**config.mk**
```make
export PLATFORM = sky130hd
export DESIGN_NAME = srev_modalu
export DESIGN_NICKNAME = d
export VERILOG_FILES = /design/src/rtl/srev_pkg.sv /design/src/rtl/srev_modalu.sv
export SDC_FILE = /design/constraint.sdc
export NUM_CORES = 1
export LEC_CHECK = 0
export ABC_CLOCK_PERIOD_IN_PS = 14960
export BUFFER_PORTS_ARGS = -buffer_cell sky130_fd_sc_hd__buf_2
export CAP_MARGIN = 20
export CORE_ASPECT_RATIO = 1.1
export CORE_MARGIN = 8
export CORE_UTILIZATION = 35
export DETAILED_ROUTE_END_ITERATION = 10
export PLACE_DENSITY = 0.52
export SETUP_SLACK_MARGIN = 0.02
export SLEW_MARGIN = 30
export SYNTH_ARGS = -nofsm -noshare
export SYNTH_HDL_FRONTEND = slang
export SYNTH_SLANG_ARGS = --single-unit
```
**constraint.sdc**
```tcl
create_clock -name vclk -period 14.96
set_clock_uncertainty 0.05 [all_clocks]
set_input_delay 2.992 -clock vclk [all_inputs]
set_output_delay 2.992 -clock vclk [all_outputs]
set_load 0.05 [all_outputs]
```
**src/rtl/srev_pkg.sv**
```systemverilog
// ----------------------------------------------------------------------------
// srev_pkg
// Shared types and constants of the sumcheck round evaluator.
// ----------------------------------------------------------------------------
package srev_pkg;

  // Residue width and table depth.
  localparam int unsigned RES_W  = 62;
  localparam int unsigned ADDR_W = 10;
  localparam int unsigned DEPTH  = 1 << ADDR_W;
  localparam int unsigned BIT_W  = 6;
  localparam int unsigned CNT_W  = 4;

  // Configuration register indexes.
  localparam logic [1:0] REG_MODULUS  = 2'd0;
  localparam logic [1:0] REG_LOG_SIZE = 2'd1;
  localparam logic [1:0] REG_EVAL_VAR = 2'd2;
  localparam logic [1:0] REG_PRODUCT  = 2'd3;

  // Request kinds carried on the input tuser.
  localparam logic REQ_LOAD  = 1'b0;
  localparam logic REQ_START = 1'b1;

  // Operations of the shared modular unit.
  typedef enum logic [1:0] {
    OP_STEP,
    OP_ADD,
    OP_SUB
  } alu_op_e;

  // Control word handed to the modular unit.
  typedef struct packed {
    alu_op_e op;
    logic    mbit;
  } alu_ctl_t;

endpackage

```
**src/rtl/srev_modalu.sv**
```systemverilog
// ----------------------------------------------------------------------------
// srev_modalu
// Shared modular unit: one double-and-add step of a bit-serial product,
// or a single modular addition or subtraction, all below modulus q.
// ----------------------------------------------------------------------------
module srev_modalu (
  input  srev_pkg::alu_ctl_t             ctl_i,
  input  logic [srev_pkg::RES_W-1:0]     q_i,
  input  logic [srev_pkg::RES_W-1:0]     a_i,
  input  logic [srev_pkg::RES_W-1:0]     b_i,
  output logic [srev_pkg::RES_W-1:0]     res_o
);
  import srev_pkg::*;

  logic [RES_W:0]   dbl_sum;
  logic [RES_W-1:0] dbl;
  logic [RES_W-1:0] addend;
  logic [RES_W:0]   acc_sum;
  logic [RES_W-1:0] acc;
  logic [RES_W:0]   pl_sum;
  logic [RES_W-1:0] pl;
  logic [RES_W-1:0] mi;

  // Step: r' = (2r + bit*a) mod q, with r on b_i.
  always_comb begin
    dbl_sum = {1'b0, b_i} + {1'b0, b_i};
    if (dbl_sum >= {1'b0, q_i}) begin
      dbl_sum = dbl_sum - {1'b0, q_i};
    end
    dbl     = dbl_sum[RES_W-1:0];
    addend  = ctl_i.mbit ? a_i : '0;
    acc_sum = {1'b0, dbl} + {1'b0, addend};
    if (acc_sum >= {1'b0, q_i}) begin
      acc_sum = acc_sum - {1'b0, q_i};
    end
    acc = acc_sum[RES_W-1:0];
  end

  // Plain modular sum and difference.
  always_comb begin
    pl_sum = {1'b0, a_i} + {1'b0, b_i};
    if (pl_sum >= {1'b0, q_i}) begin
      pl_sum = pl_sum - {1'b0, q_i};
    end
    pl = pl_sum[RES_W-1:0];
    mi = a_i - b_i;
    if (a_i < b_i) begin
      mi = mi + q_i;
    end
  end

  always_comb begin
    case (ctl_i.op)
      OP_STEP: res_o = acc;
      OP_ADD:  res_o = pl;
      OP_SUB:  res_o = mi;
      default: res_o = '0;
    endcase
  end

endmodule

```
==> impl_metrics.env, run 1 <==
export IMPL_p_leak_nw=18.7
export IMPL_path_buf_inv=13
export IMPL_switching_share_pct=57.5
export IMPL_antenna_left=0
export IMPL_start_kind="input pin"
export IMPL_portBuffers=251
export IMPL_grt_max_degree=81
export IMPL_hp_class="input pin to output port"
export IMPL_first_global_vias=36400
export IMPL_power_mw=5.46
export IMPL_place_hpwl_um=145000
export IMPL_violations="negative setup slack"
export IMPL_path_common_cell="buf_6"
export IMPL_floorplan_rows=111
export IMPL_clockPowerShare_pct=0
export IMPL_drcViolationCount=0
export IMPL_synth_area_per_cell_um2=6.63
export IMPL_seqCellArea_um2=0
export IMPL_die_area_um2=93100
export IMPL_ys_types=107
export IMPL_holdCritStartpoint="ctl_i[1]"
export IMPL_final_setup_worst_slack_ps=-32.1
export IMPL_endpoint_kind="output port"
export IMPL_holdWs_ps=6770
export IMPL_critPathKind="input pin to output port"
export IMPL_rsz0062_at_grt="true"
export IMPL_gr_usage_all_layers_pct=33.4
export IMPL_die_h_um=319
export IMPL_overflow=0
export IMPL_cpPeakStageDelay_ps=440
export IMPL_vias_per_cell=5.98
export IMPL_core_um2=83100
export IMPL_yosysTopAreaCell="ha_1"
export IMPL_dp_slack_ps=-923
export IMPL_syn_inst=4416
export IMPL_post_synth_top_count_cell="a21oi_1"
export IMPL_seq_cells=0
export IMPL_final_setup_viol_count=9
export IMPL_grt_util_met2_pct=54.9
export IMPL_start_util_pct=35.2
export IMPL_synthTopCellsByArea="ha_1 19%, a21oi_1 8.7%, xnor2_1 8.1%"
export IMPL_grt_antenna_before_repair=3
export IMPL_wl_per_cell_um=26.6
export IMPL_ioPinCount=251
export IMPL_max_freq_mhz=66.7
export IMPL_ir_drop_v=0.000117
export IMPL_required_ps=11920
export IMPL_routed_via_count=37900
export IMPL_tightest_slew_ps=1140
export IMPL_maxCapViolCount=0
export IMPL_power_density_nw_per_um2=140
export IMPL_p_seq_share_pct=0
export IMPL_slew_limit_headroom_pct=24.0
export IMPL_cp_endpoint="res_o[42]"
export IMPL_share_comb_of_total_power_pct=100.0
export IMPL_grt_use_met3_pct=3.53
export IMPL_grt_pass1_wl_um=238000
export IMPL_intPower_mw=2.32
export IMPL_crit_path_max_fanout=8
export IMPL_crit_family="compound AO/OA/AOI/OAI gates"
export IMPL_ys_seq_area_share_pct=0
export IMPL_syn_to_final_growth_pct=33.5
export IMPL_startpoint="q_i[1]"
export IMPL_fin_crit_ps=14990
export IMPL_slew_violations=0
export IMPL_routabilityCongestion=1.04
export IMPL_drive_gt1_share_pct=25.4
export IMPL_hold_viol_final=0
export IMPL_netSwitchingPower_mw=3.14
export IMPL_cp_arrival_ps=11950
export IMPL_cpMaxStageDelayCell="or4_4"
export IMPL_firstDrtPassIters=7
export IMPL_syn_nets=5045
export IMPL_post_synth_top_area_fraction_pct=18.5
export IMPL_drt_initial_drc_count=3417
export IMPL_netlist_area_um2=29300
export IMPL_path_depth=47
export IMPL_status="complete, but fails checks"
export IMPL_synth_common_cells="508 x a21oi_1, 433 x ha_1, 367 x nand2_1"
export IMPL_synth_warnings=0
export IMPL_die_x_um=292
export IMPL_clkbuf_count=0
export IMPL_busiest_layer="met2"
export IMPL_fin_crit_sh_pct=100
export IMPL_wl_um=169000
export IMPL_nets=5885
export IMPL_met1_usage_pct=40.7
==> layout make-up <==
cell class / count / area (µm²)
Fill cell: 8878 / 44000
Multi-Input combinational cell: 3926 / 28600
Timing Repair Buffer: 1051 / 8130
Tap cell: 1073 / 1340
Inverter: 277 / 1040
Antenna cell: 2 / 5.00
==> worst min-delay path by stage <==
stage,to,slack [ps],depth (start not counted)
5_1_grt,res_o[15],6780,4
6_report,res_o[15],6770,4
3_3_place_gp,res_o[15],6780,4
4_1_cts,res_o[15],6780,4
3_5_place_dp,res_o[15],6780,4
2_1_floorplan,res_o[44],6540,4
==> power groups by stage <==
stage / Sequential [mW] / Combinational [mW] / Clock [mW]
6_report: 0 / 5.46 / 0.0000000448
5_1_grt: 0 / 5.75 / 0
4_1_cts: 0 / 4.99 / 0
3_5_place_dp: 0 / 4.86 / 0
3_3_place_gp: 0 / 4.89 / 0
2_1_floorplan: 0 / 2.83 / 0
==> metrics by stage <==
stage | area (µm²) | cells | util (%) | TNS [ps]
3_3_place_gp | 37000 | 6276 | 44.5 | -39820
3_5_place_dp | 37000 | 6276 | 44.5 | -48290
2_1_floorplan | 29300 | 4416 | - | 0
6_report | 39100 | 6329 | 47.1 | -119
4_1_cts | 37600 | 6297 | 45.3 | 0
5_1_grt | 39100 | 6327 | 47.1 | -8440
==> routing by layer <==
layer / part of all wire [%] / routed length (µm)
met1: 40 / 68100
met3: 6.1 / 10300
met5: 0.030 / 51
met4: 8.6 / 14500
met2: 45 / 75600
==> worst min-delay path, cell delays in order <==
cell,delay [ps]
buf_2,100
buf_4,300
o22ai_1,190
buf_4,220
==> cells by family after synthesis <==
group	after synthesis	share of synthesized area, %
AOI/OAI and AO/OA	1703	37.8
xor gates and xnor gates	399	11.9
adders and majority gates	440	19.0
buffers and inverters	490	6.64
muxes	89	3.15
and+or+nand+nor	1295	21.5
==> layout by cell type (no fill, tap or decap), drive strengths merged, types with 11 or more instances in the layout <==
cell,count
o21ai,355
nor2,326
nor2b,59
o211ai,53
o221ai,15
o31ai,36
nand2b,55
a2111oi,16
a21oi,511
nand3,88
xnor2,271
a21o,200
or2,19
mux2i,63
o21bai,97
a221o,15
and2,86
mux2,26
nor3,58
and3,48
or3,17
a21boi,14
xor2,128
a211o,11
buf,1040
o31a,14
inv,275
a311oi,13
ha,433
or4,12
nand2,367
a221oi,26
a31oi,67
a211oi,54
o22ai,27
o41ai,14
nor4,30
nand4,101
o21a,56
==> timing repair <==
item,CTS,global route
hold buffers,0,0
buffers inserted,20,27
setup endpoints to repair,62,62
gates cloned,1,6
gates resized for setup,112,305
pin swaps,35,100
Power figures use the tool's default switching activity.
==> run 2, diff against run 1 <==
SLEW_MARGIN = 25   (was 30)
TNS_END_PERCENT = 10   (was unset)
==> run 2 against run 1 <==
  * The flow still finishes with violations (negative setup slack)
  * Die area unchanged
  * Setup slack got worse by 55 ps
  * Sequential share of layout area unchanged
  * Design area decreased by 2.2%
  * Maximum frequency decreased by 0.36%
  * Sequential cell count unchanged
  * Global-route usage about the same
  * Routed wire length decreased by 0.84%
  * Via count decreased by 0.17%
  * Largest power group unchanged
  * Largest cell class unchanged
==> impl_metrics.env, run 2 (synthesized netlist as in run 1, its figures left out) <==
export IMPL_hold_viol_final=0
export IMPL_fin_crit_sh_pct=101
export IMPL_die_area_um2=93100
export IMPL_seq_cells=0
export IMPL_wl_um=167000
export IMPL_critPathKind="input pin to output port"
export IMPL_cpPeakStageDelay_ps=560
export IMPL_start_util_pct=35.2
export IMPL_status="complete, but fails checks"
export IMPL_path_common_cell="buf_12"
export IMPL_cp_arrival_ps=12000
export IMPL_slew_limit_headroom_pct=22.8
export IMPL_final_cells=6316
export IMPL_overflow=0
export IMPL_fillCellCount=8987
export IMPL_placed_area_um2=37000
export IMPL_floorplan_rows=111
export IMPL_tightest_slew_ps=1150
export IMPL_hp_class="input pin to output port"
export IMPL_ir_drop_v=0.000113
export IMPL_first_global_vias=36400
export IMPL_firstDrtPassIters=7
export IMPL_routabilityCongestion=1.04
export IMPL_wl_per_cell_um=26.5
export IMPL_vias_per_cell=5.99
export IMPL_final_setup_worst_slack_ps=-86.9
export IMPL_startpoint="q_i[1]"
export IMPL_endpoint_kind="output port"
export IMPL_ctsHoldBuffers=0
export IMPL_crit_path_max_fanout=9
export IMPL_holdCritStartpoint="a_i[1]"
export IMPL_portBuffers=251
export IMPL_p_leak_nw=18.4
export IMPL_core_um2=83100
export IMPL_placed_cells=6276
export IMPL_ioPinCount=251
export IMPL_gr_usage_all_layers_pct=33.5
export IMPL_grt_pass1_wl_um=238000
export IMPL_antenna_left=0
export IMPL_max_freq_mhz=66.5
export IMPL_die_h_um=319
export IMPL_final_setup_viol_count=16
export IMPL_nets=5873
export IMPL_syn_to_final_growth_pct=30.5
export IMPL_violations="negative setup slack"
export IMPL_drive_gt1_share_pct=23.5
export IMPL_seqCellArea_um2=0
export IMPL_finalInstanceArea_um2=38200
export IMPL_clkbuf_count=0
export IMPL_place_hpwl_um=145000
export IMPL_grt_max_degree=81
export IMPL_power_density_nw_per_um2=136
export IMPL_drt_initial_drc_count=3523
export IMPL_maxCapViolCount=0
export IMPL_fin_crit_ps=15050
export IMPL_cpMaxStageDelayCell="a2111o_1"
export IMPL_routed_via_count=37800
export IMPL_start_kind="input pin"
export IMPL_grt_antenna_before_repair=3
export IMPL_slew_violations=0
export IMPL_final_common_cell="buf_4"
export IMPL_rsz0062_at_grt="true"
export IMPL_required_ps=11920
export IMPL_die_x_um=292
export IMPL_drcViolationCount=0
export IMPL_mostFrequentLayoutCells="776 x buf_4, 495 x a21oi_1, 424 x ha_1"
==> run 2: cell count changes in the layout (fill, tap and decap cells not counted), moves of 14 or more <==
cell,previous run,this run
a21oi_1,481,495
o21ai_2,35,13
nor2_1,306,320
buf_2,189,206
buf_6,41,21
==> run 2: area by class of cell <==
cell class | instances | area, µm² | area share [%]
Timing Repair Buffer | 1039 | 7770 | 20.3
Antenna cell | 1 | 2.50 | 0.00655
Tap cell | 1073 | 1340 | 3.51
Inverter | 277 | 1040 | 2.72
Multi-Input combinational cell | 3926 | 28000 | 73.4
==> run 2: report_power, final <==
| group | switching [mW] | internal [mW] |
|---|---|---|
| clock | 0 | 0.00000000923 |
| sequential | 0 | 0 |
| combinational | 3.02 | 2.18 |
==> run 2: metrics by stage <==
stage	worst slack, ps	power [mW]	util (%)	hold WS (ps)	setup TNS (ps)
after CTS	4.54	5.01	45.4	6790	0
final	-86.9	5.21	46.0	6790	-545
after global routing	-310	5.51	46.0	6820	-12380
after detailed placement	-950	4.86	44.5	6790	-49320
after floorplan	117	2.83	-	6540	0
after global placement	-751	4.89	44.5	6780	-39820
==> run 2: layer usage <==
layer  track usage [%]  vias to the layer above  wire length, µm
li1                  -                    17900                -
met1              40.6                    17800            66800
met2              55.3                     1666            75200
met3              3.60                      398            11000
met4              23.0                        2            14200
met5                 0                        -               20
==> run 2: worst paths after layout <==
path	slack, ps	end	depth (start not counted)
max	-90	res_o[42]	46
min	6790	res_o[1]	5
==> run 2: what timing repair did <==
item                       CTS  global route
setup buffers               25            13
pin swaps                   32            57
setup endpoints to repair   62            62
resized for setup          106           116
cloned                       2             0
==> run 2: critical path: cells and delay by family <==
kind / cells / cell delay, ps
AOI/OAI and AO/OA: 20 / 4530
xor gates and xnor gates: 1 / 160
adders and majority gates: 3 / 970
buffers and inverters: 12 / 1750
muxes: 1 / 180
and+or+nand+nor: 9 / 1370
